[config.mk]
export PLATFORM = sky130hd
export DESIGN_NAME = sgc_cell
export DESIGN_NICKNAME = d
export VERILOG_FILES = /design/src/hw/rtl/sgc_pkg.sv /design/src/hw/rtl/sgc_cell.sv
export SDC_FILE = /design/constraint.sdc
export NUM_CORES = 1
export LEC_CHECK = 0
export BUFFER_PORTS_ARGS = -buffer_cell sky130_fd_sc_hd__buf_4
export CORE_ASPECT_RATIO = 1.75
export CORE_MARGIN = 2
export CORE_UTILIZATION = 42
export DETAILED_ROUTE_END_ITERATION = 10
export PLACE_DENSITY = 0.85
export SLEW_MARGIN = 25
export SYNTH_ARGS = -nofsm -noshare
export SYNTH_HDL_FRONTEND = slang
export SYNTH_SLANG_ARGS = --single-unit
[constraint.sdc]
create_clock -name clk -period 0.8 [get_ports clk]
set_input_delay 0.08 -clock clk [delete_from_list [all_inputs] [get_ports clk]]
set_output_delay 0.08 -clock clk [all_outputs]
set_load 0.005 [all_outputs]
[src/hw/rtl/sgc_pkg.sv]
// Shared types, command codes and default sizes for the Sobol point generator.
`default_nettype none
package sgc_pkg;

  localparam int DEF_MAX_DIMS = 8;
  localparam int DEF_DIR_BITS = 32;

  localparam logic [3:0] DIMS_RESET = 4'd8;

  localparam logic [1:0] CMD_LOAD    = 2'd0;
  localparam logic [1:0] CMD_RESTART = 2'd1;
  localparam logic [1:0] CMD_NEXT    = 2'd2;

  typedef struct packed {
    logic [1:0]  cmd;
    logic [2:0]  dim_select;
    logic [5:0]  bit_position;
    logic [31:0] direction_word;
  } in_item_t;

  typedef struct packed {
    logic [2:0]  coord_dim;
    logic [31:0] coord_value;
    logic        last_coord;
    logic        exhausted;
  } out_item_t;

  // Control handed to every accumulator cell of the ring; mix reaches only the head cell.
  typedef struct packed {
    logic clear;
    logic shift;
    logic mix;
  } cell_ctrl_t;

endpackage
`default_nettype wire

[src/hw/rtl/sgc_cell.sv]
// One accumulator cell of the rotating ring; the head cell also folds in a direction word.
`default_nettype none
module sgc_cell (
  input  wire logic               clk,
  input  wire logic               rst_n,
  input  wire sgc_pkg::cell_ctrl_t ctrl,
  input  wire logic [31:0]        mix_word,
  input  wire logic [31:0]        din,
  output logic      [31:0]        dout
);

  logic [31:0] acc_r;
  logic [31:0] acc_nxt;

  always_comb begin
    acc_nxt = acc_r;
    if (ctrl.clear) begin
      acc_nxt = '0;
    end else if (ctrl.shift) begin
      acc_nxt = din;
    end
  end

  always_ff @(posedge clk) begin
    if (!rst_n) begin
      acc_r <= '0;
    end else begin
      acc_r <= acc_nxt;
    end
  end

  assign dout = ctrl.mix ? (acc_r ^ mix_word) : acc_r;

endmodule
`default_nettype wire

==> results.json, run 1 <==
{
  "ys_types": 9,
  "p_total_uw": 4170,
  "synth-xor-area-share_pct": 17.4,
  "rrSetupSlack_ns": 0.07,
  "worst_setup_path_start_kind": "flip-flop",
  "register_area_um2": 681,
  "postSynthAreaPerCell_um2": 9.40,
  "antenna_found_initial": 0,
  "yosysSeqAreaShare_pct": 39.8,
  "diodes": 0,
  "gp_congestion": 0.736,
  "crit_path_max_fanout": 2,
  "syn-cell-area_mm2": 0.00161,
  "largest_reg_flops": 32,
  "synth_area_leaders": "dfxtp_1 (40%), mux2i_1 (20%), xnor2_1 (17%)",
  "ir_worst_vdd_uv": 1290,
  "syn2layout_area_growth_pct": 67.2,
  "max_freq_mhz": 1040,
  "insertion_delay_ns": 0.27,
  "dieArea_mm2": 0.00436,
  "dr.first_iter.drc_count": 13,
  "die_x_um": 50.8,
  "setup_slack_ns": -0.164,
  "synth_top_family_by_area": "multiplexers",
  "start_util_pct": 43.9,
  "cts_sinks": 32,
  "rsz0062_at_grt": "true",
  "synthAdderAreaFrac_pct": 0,
  "worst-endpoint-arrival_ns": 0.88,
  "synth_warnings": 0,
  "fin_crit_ns": 0.964,
  "maxCapViolations": 0,
  "clockRootBuffer": "clkbuf_8",
  "hp-class": "in2reg",
  "boundaryPins": 101,
  "synth.largest_area_cell": "dfxtp_1",
  "grt_pass1_vias": 1515,
  "nets": 342,
  "finalSetupViolations": 32,
  "fp.coreArea_mm2": 0.00366,
  "synth-simple-area-share_pct": 15.3,
  "grt-ovfl-total": 0,
  "worstPathRequired_ns": 0.72,
  "reg.largest.list": "acc_r x32",
  "top_register": "acc_r",
  "num_rows": 29,
  "fillers": 272,
  "criticalPathCategory": "reg2out",
  "drive_above_1_share_pct": 60.6,
  "synth_top_area_share_pct": 39.8,
  "hp-start": "din[20]",
  "cts_tree": "built",
  "wl_um": 4300,
  "r2r_end": "acc_r[19]",
  "holdPathEnd": "acc_r[20]",
  "wl_per_cell_um": 13.4,
  "utilization_pct": 73.3,
  "whs_ns": 0.0354,
  "io_buffer_count": 100,
  "status": "complete, but fails checks",
  "vias": 1498,
  "cts_buffers": 5,
  "finalHoldViolCount": 0,
  "leakagePower_uw": 0.00136,
  "synth_compound_area_share_pct": 0,
  "multiInputGateArea_mm2": 0.00101,
  "tightest_slew_ns": 0.240,
  "syn_nets": 240,
  "grt_pass1_wl_um": 6480,
  "slew_headroom_pct": 84.0,
  "cp-end-kind": "primary output",
  "cts_max_path_buffers": 2,
  "die_y_um": 85.9,
  "final_max_slew_viol_count": 0,
  "drc": 0,
  "grt_max_degree": 33,
  "ctsHoldBuffers": 0,
  "ff2ff_path_depth": 3,
  "r2r_start": "acc_r[19]",
  "fin_skew_ns": 0,
  "clk_pin_slew_worst_paths_ns": 0.07,
  "holdPathStages": 3,
  "muxShareOfSynthArea_pct": 19.9,
  "ys_seq_elements": 32,
  "violations": "negative setup slack",
  "fin_crit_sh_pct": 120,
  "viasPerCell": 4.68,
  "fin_tns_setup_ns": -4.57,
  "grt_usage_pct": 19.9,
  "powerDensity_mw_per_mm2": 1550,
  "ant_nets": 0,
  "firstDrtPassIters": 2,
  "synthCells": 171,
  "cts-htree-levels": 2
}
-- worst max-delay path by stage --
stage                    from        to  slack [ns]
floorplan             ctrl[1]  acc_r[0]        0.14
global placement      ctrl[0]  dout[19]       -0.05
detailed placement    ctrl[0]  dout[12]        -0.1
CTS                  acc_r[9]   dout[9]       -0.17
global route        acc_r[26]  dout[26]       -0.22
finish               acc_r[9]   dout[9]       -0.16
-- worst max-delay path, cell delays in order (launching register included) --
cell and delay, ns:
dfxtp_2 0.37, xnor2_2 0.11, buf_4 0.13
-- routing by layer --
layer	vias to the layer above	GRT usage (%)	wire length [um]
met4	0	9.58	89
met3	6	4.88	185
met5	-	0	0
met1	696	18.0	1370
li1	746	-	-
met2	50	39.1	2660
-- layout by cell type (no fill, tap or decap), drive strengths merged --
cell / synthesis / routed
bufinv: 0 / 1
buf: 10 / 105
nor2: 32 / 32
mux2i: 32 / 32
clkinv: 0 / 1
xnor2: 32 / 32
nand2b: 1 / 1
clkbuf: 0 / 6
nand2: 32 / 32
dfxtp: 32 / 32
-- logic make-up (layout without fill, tap and decap cells) --
| logic type | Yosys count | after routing |
|---|---|---|
| xor+xnor | 32 | 32 |
| mux | 32 | 32 |
| simple gates | 65 | 65 |
| buf+inv | 10 | 113 |
| flops | 32 | 32 |
-- per-stage QoR --
stage	setup WS [ns]	cells	area, um^2
floorplan	0.138	171	1610
global placement	-0.0517	310	2360
detailed placement	-0.0979	310	2360
CTS	-0.169	319	2560
global route	-0.216	320	2690
finish	-0.164	320	2690
-- what timing repair did --
action	in CTS	in global routing
pin swaps	32	0
endpoints found under the setup margin	32	32
buffers inserted	1	1
gates cloned	0	0
resized for setup	38	17
-- cell type report --
type | instances | share of cell area (%)
Multi-Input combinational cell | 129 | 37.7
Timing Repair Buffer | 105 | 30.9
Sequential cell | 32 | 25.3
Clock buffer | 6 | 2.70
Tap cell | 46 | 2.14
Clock inverter | 2 | 1.30
-- Yosys cell counts --
| cell type | number |
|---|---|
| dfxtp_1 | 32 |
| mux2i_1 | 32 |
| nand2_1 | 32 |
| nor2_1 | 32 |
| xnor2_1 | 32 |
| buf_6 | 4 |
| buf_12 | 3 |
| buf_2 | 3 |
| nand2b_1 | 1 |
-- where the power goes --
part           leakage, uW  switching (uW)  internal, uW
Combinational      0.00103             341           627
Sequential        0.000275            47.2          1660
Clock            0.0000552             571           923
Note: power is estimated with default switching activity, not from simulation.
==> run 2: changes to the inputs <==
--- a/config.mk
+++ b/config.mk
@@ -10,7 +10,7 @@
 export CORE_MARGIN = 2
 export CORE_UTILIZATION = 42
 export DETAILED_ROUTE_END_ITERATION = 10
-export PLACE_DENSITY = 0.85
+export PLACE_DENSITY = 0.79
 export SLEW_MARGIN = 25
 export SYNTH_ARGS = -nofsm -noshare
 export SYNTH_HDL_FRONTEND = slang
==> constraint.sdc (replaced) <==
create_clock -name clk -period 1 [get_ports clk]
set_input_delay 0.1 -clock clk [delete_from_list [all_inputs] [get_ports clk]]
set_output_delay 0.1 -clock clk [all_outputs]
set_load 0.005 [all_outputs]
==> run 2 against run 1 <==
The flow now finishes without violations. Via count down 2.8%. Worst hold slack better by 0.030 ns. Global-route usage down 1.9 points. Register-to-register slack better by 0.28 ns. Largest cell class unchanged. Design area down 3.5%. Clock skew unchanged. Highest routed layer unchanged. Die area unchanged. First-iteration DRC count down 62%. Core utilization down 2.6 points. Combinational power down 23%.
==> results.json, run 2 (synthesis results as in run 1) <==
{
  "insertion_delay_ns": 0.27,
  "gp_congestion": 0.747,
  "diodes": 0,
  "slew_headroom_pct": 83.9,
  "cp-end-kind": "primary output",
  "cts_sinks": 32,
  "wl_per_cell_um": 12.4,
  "boundaryPins": 101,
  "drive_above_1_share_pct": 55.5,
  "fin_crit_sh_pct": 97.2,
  "start_util_pct": 43.9,
  "grt_max_degree": 33,
  "dieArea_mm2": 0.00436,
  "worstPathCellList": "xnor2_2 -> buf_4",
  "dpl-instance-area_mm2": 0.00236,
  "leakagePower_uw": 0.00129,
  "clk_pin_slew_worst_paths_ns": 0.06,
  "hpwl_um": 2830,
  "ant_nets": 0,
  "p_total_uw": 3070,
  "r2r_end": "acc_r[11]",
  "powerDensity_mw_per_mm2": 1180,
  "firstDrtPassIters": 3,
  "finalSetupViolations": 0,
  "crit_path_max_incr_delay_ns": 0.36,
  "grt-ovfl-total": 0,
  "cp-startpoint": "acc_r[5]",
  "largest_reg_flops": 32,
  "ff2ff_path_depth": 2,
  "grt_pass1_vias": 1476,
  "fp.coreArea_mm2": 0.00366,
  "final_area_mm2": 0.00259,
  "cts_buffers": 5,
  "viasPerCell": 4.58,
  "wl_um": 3930,
  "fin_skew_ns": 0,
  "vias": 1456,
  "criticalPathCategory": "reg2out",
  "finalHoldViolCount": 0,
  "final_common_cell": "buf_4",
  "worstPathRequired_ns": 0.90,
  "tightest_slew_ns": 0.241,
  "ir_worst_vdd_uv": 1000,
  "drc": 0,
  "r2r_start": "acc_r[11]",
  "fin_tns_setup_ns": 0,
  "worst_setup_path_start_kind": "flip-flop",
  "die_x_um": 50.8,
  "io_buffer_count": 100,
  "most-common-layout-cells": "buf_4 (99), nand2_1 (32), mux2i_1 (32), nor2_1 (32), dfxtp_2 (27)",
  "top_register": "acc_r",
  "grt_usage_pct": 18.0,
  "num_rows": 29,
  "syn2layout_area_growth_pct": 61.2,
  "register_area_um2": 678,
  "slowest_stage": "dfxtp_4",
  "cts-htree-levels": 2,
  "rsz0062_at_grt": "true",
  "reg.largest.list": "acc_r x32",
  "grt_pass1_wl_um": 6040,
  "dr.first_iter.drc_count": 5,
  "die_y_um": 85.9,
  "nets": 340,
  "rrSetupSlack_ns": 0.35,
  "maxCapViolations": 0,
  "fillers": 299,
  "status": "finished clean",
  "max_freq_mhz": 1030,
  "antenna_found_initial": 0,
  "hp-class": "in2reg",
  "crit_path_max_fanout": 2,
  "multiInputGateArea_um2": 952,
  "fin_crit_ns": 0.972,
  "crit_end": "dout[5]",
  "final_max_slew_viol_count": 0,
  "worst-endpoint-arrival_ns": 0.87,
  "cts_tree": "built",
  "clockRootBuffer": "clkbuf_8",
  "cts_max_path_buffers": 2,
  "postCtsSetupRepairBufs": 0
}
-- run 2: final cells by class --
class / count / share of cell area [%]
flip-flops and latches: 32 / 26.2
multi-input cells: 129 / 36.7
well taps: 46 / 2.22
clock buffers: 8 / 3.47
repair buffers: 103 / 31.4
-- run 2: layer usage --
| layer | vias up | wire (um) | share of wire [%] | GRT usage (%) |
|---|---|---|---|---|
| met3 | 12 | 220 | 5.6 | 3.66 |
| li1 | 740 | - | - | - |
| met4 | 0 | 116 | 3.0 | 9.34 |
| met5 | - | 0 | 0 | 0 |
| met2 | 58 | 2240 | 57 | 34.6 |
| met1 | 646 | 1350 | 34 | 17.1 |
-- run 2: what timing repair did --
action	CTS	global route
pin swaps	1	22
resized for setup	1	43
hold endpoints to repair	0	0
endpoints found under the setup margin	2	28
hold buffers	0	0
-- run 2: worst max-delay path, delay by kind of cell, from the launching register on --
kind                   cells  cell delay, ns
flip-flops                 1            0.36
buffers and inverters      1            0.13
XOR/XNOR                   1            0.12
-- run 2: power by group --
part           internal, uW  switching (uW)  total (uW)  leakage, uW
clock                   560             412         973    0.0000455
sequential             1320            35.1        1360     0.000274
combinational           483             258         741     0.000968
total                  2370             706        3070      0.00129
-- run 2: per-stage QoR --
stage	hold WS (ns)	instances	worst slack [ns]	utilization, %
floorplan	0.247	171	0.318	-
global placement	0.330	310	0.0933	64.3
detailed placement	0.342	310	0.0822	64.3
global route	0.0621	318	-0.0200	70.7
finish	0.0650	318	0.0275	70.7
CTS	0.0608	318	0.000209	66.8
-- run 2: worst min-delay path by stage --
stage / from / endpoint / slack, ns / depth (start not counted)
floorplan: din[27] / acc_r[27] / 0.25 / 2
global placement: din[19] / acc_r[19] / 0.33 / 3
detailed placement: din[26] / acc_r[26] / 0.34 / 3
CTS: din[22] / acc_r[22] / 0.06 / 3
global route: din[10] / acc_r[10] / 0.06 / 3
finish: din[4] / acc_r[4] / 0.06 / 3
==> run 3: changes to the inputs <==
--- a/config.mk
+++ b/config.mk
@@ -10,8 +10,8 @@
 export CORE_MARGIN = 2
 export CORE_UTILIZATION = 42
 export DETAILED_ROUTE_END_ITERATION = 10
-export PLACE_DENSITY = 0.79
-export SLEW_MARGIN = 25
+export PLACE_DENSITY = 0.9
+export SLEW_MARGIN = 20
 export SYNTH_ARGS = -nofsm -noshare
 export SYNTH_HDL_FRONTEND = slang
 export SYNTH_SLANG_ARGS = --single-unit
==> constraint.sdc (replaced) <==
create_clock -name clk -period 0.9 [get_ports clk]
set_input_delay 0.09 -clock clk [delete_from_list [all_inputs] [get_ports clk]]
set_output_delay 0.09 -clock clk [all_outputs]
set_load 0.005 [all_outputs]
==> run 3 against run 2 <==
The flow now finishes with violations (negative setup slack). Critical path depth stayed put. Largest power group unchanged. Global-route usage is 0.42 points higher. Largest cell class unchanged. Design area is 1.7% higher.
==> results.json, run 3 (synthesis results as in run 1) <==
{
  "status": "complete, but fails checks",
  "violations": "negative setup slack",
  "cts_sinks": 32,
  "most-common-layout-cells": "buf_4 (102), nand2_1 (32), mux2i_1 (32), nor2_1 (32), dfxtp_2 (32)",
  "crit_path_max_incr_delay_ns": 0.33,
  "worst_setup_path_start_kind": "flip-flop",
  "antenna_found_initial": 0,
  "crit_end": "dout[26]",
  "worstPathRequired_ns": 0.81,
  "cts-htree-levels": 2,
  "r2r_end": "acc_r[21]",
  "diodes": 0,
  "finalHoldViolCount": 0,
  "setup_slack_ns": -0.0644,
  "wl_per_cell_um": 12.5,
  "grt_usage_pct": 18.4,
  "fillers": 274,
  "worst-endpoint-arrival_ns": 0.87,
  "p_total_uw": 3660,
  "hpwl_um": 2970,
  "slew_headroom_pct": 84.3,
  "finalSetupViolations": 32,
  "final_max_slew_viol_count": 0,
  "top_register": "acc_r",
  "drive_above_1_share_pct": 58.8,
  "tightest_slew_ns": 0.235,
  "dr.first_iter.drc_count": 2,
  "final_area_mm2": 0.00264,
  "rrSetupSlack_ns": 0.15,
  "fin_skew_ns": 0,
  "cts_tree": "built",
  "drc": 0,
  "grt_max_degree": 33,
  "vias": 1455,
  "maxCapViolations": 0,
  "fin_tns_setup_ns": -1.50,
  "dp.cells": 311,
  "firstDrtPassIters": 2,
  "cp-end-kind": "primary output",
  "criticalPathCategory": "reg2out",
  "cp-startpoint": "acc_r[26]",
  "rsz0062_at_grt": "true",
  "viasPerCell": 4.55,
  "ant_nets": 0,
  "grt_pass1_vias": 1441,
  "slowest_stage": "dfxtp_2",
  "dieArea_mm2": 0.00436,
  "io_buffer_count": 100,
  "hp-class": "in2reg",
  "cts_max_path_buffers": 2,
  "start_util_pct": 43.9,
  "clockRootBuffer": "clkbuf_8",
  "grt-ovfl-total": 0,
  "insertion_delay_ns": 0.27,
  "leakagePower_uw": 0.00132,
  "cts_buffers": 5,
  "die_x_um": 50.8,
  "fin_crit_sh_pct": 107,
  "powerDensity_mw_per_mm2": 1390,
  "ir_worst_vdd_uv": 1530,
  "final_common_cell": "buf_4",
  "fin_crit_ns": 0.964,
  "grt_pass1_wl_um": 6140,
  "syn2layout_area_growth_pct": 64.0,
  "ff2ff_path_depth": 3,
  "num_rows": 29,
  "gp_congestion": 0.727,
  "nets": 342,
  "clk_pin_slew_worst_paths_ns": 0.07,
  "die_y_um": 85.9,
  "largest_reg_flops": 32,
  "worstPathCellList": "xnor2_1 -> buf_4",
  "crit_path_max_fanout": 2,
  "fin_cells": 320,
  "fp.coreArea_mm2": 0.00366,
  "r2r_start": "acc_r[21]",
  "whs_ns": 0.0484,
  "reg.largest.list": "acc_r x32",
  "wl_um": 4010,
  "max_freq_mhz": 1040,
  "boundaryPins": 101,
  "dpl-instance-area_mm2": 0.00235
}
-- run 3: cell types whose count changed in the layout (fill, tap and decap cells not counted) --
cell	change
dfxtp_2	+5
clkbuf_1	-1
xnor2_1	-3
dfxtp_1	-4
buf_4	+3
clkbuf_8	-1
dfxtp_4	-1
clkinv_2	+1
bufinv_16	+1
xnor2_2	+3
buf_12	-1
-- run 3: layout make-up --
class	count	area, um^2	area share, %
sequential	32	681	25.8
clock inverter	2	35.0	1.33
multi-input combinational	129	975	37.0
clock buffer	6	72.6	2.75
tap	46	57.6	2.18
timing repair buffer	105	817	31.0
-- run 3: worst min path at each step --
stage / from / end / slack, ns / depth (start not counted)
after CTS: din[18] / acc_r[18] / 0.04 / 3
after global placement: din[19] / acc_r[19] / 0.32 / 3
after floorplan: din[27] / acc_r[27] / 0.24 / 2
final: din[5] / acc_r[5] / 0.05 / 3
after global routing: din[31] / acc_r[31] / 0.04 / 3
after detailed placement: din[20] / acc_r[20] / 0.33 / 3
-- run 3: layer usage --
metal  vias to the layer above  routed length (um)  track usage (%)
met2                        55                2430             35.3
met1                       652                1330             17.6
met4                         0                  52             8.35
met3                         4                 199             4.70
met5                         -                   0                0
li1                        744                   -                -
-- run 3: critical path, delay by kind of cell, from the launching register on --
kind	cells	cell delay, ns
flip-flops	1	0.33
XOR/XNOR	1	0.14
buffers and inverters	1	0.13
-- run 3: repair_timing --
item	CTS	global route
pin swaps	32	0
hold buffers	0	0
resized for setup	35	15
buffers inserted	1	0
endpoints found under the setup margin	32	32
-- run 3: report_power, final --
group          internal (uW)  total [uW]  switching [uW]
Clock                    821        1310             493
Sequential              1470        1510            38.4
Combinational            542         835             293
Total                   2840        3660             825
-- run 3: stage by stage --
stage	worst slack (ns)	utilization [%]
floorplan	0.228	-
global placement	0.0405	64.2
detailed placement	-0.0372	64.2
CTS	-0.0774	69.0
global route	-0.100	72.0
finish	-0.0644	72.0
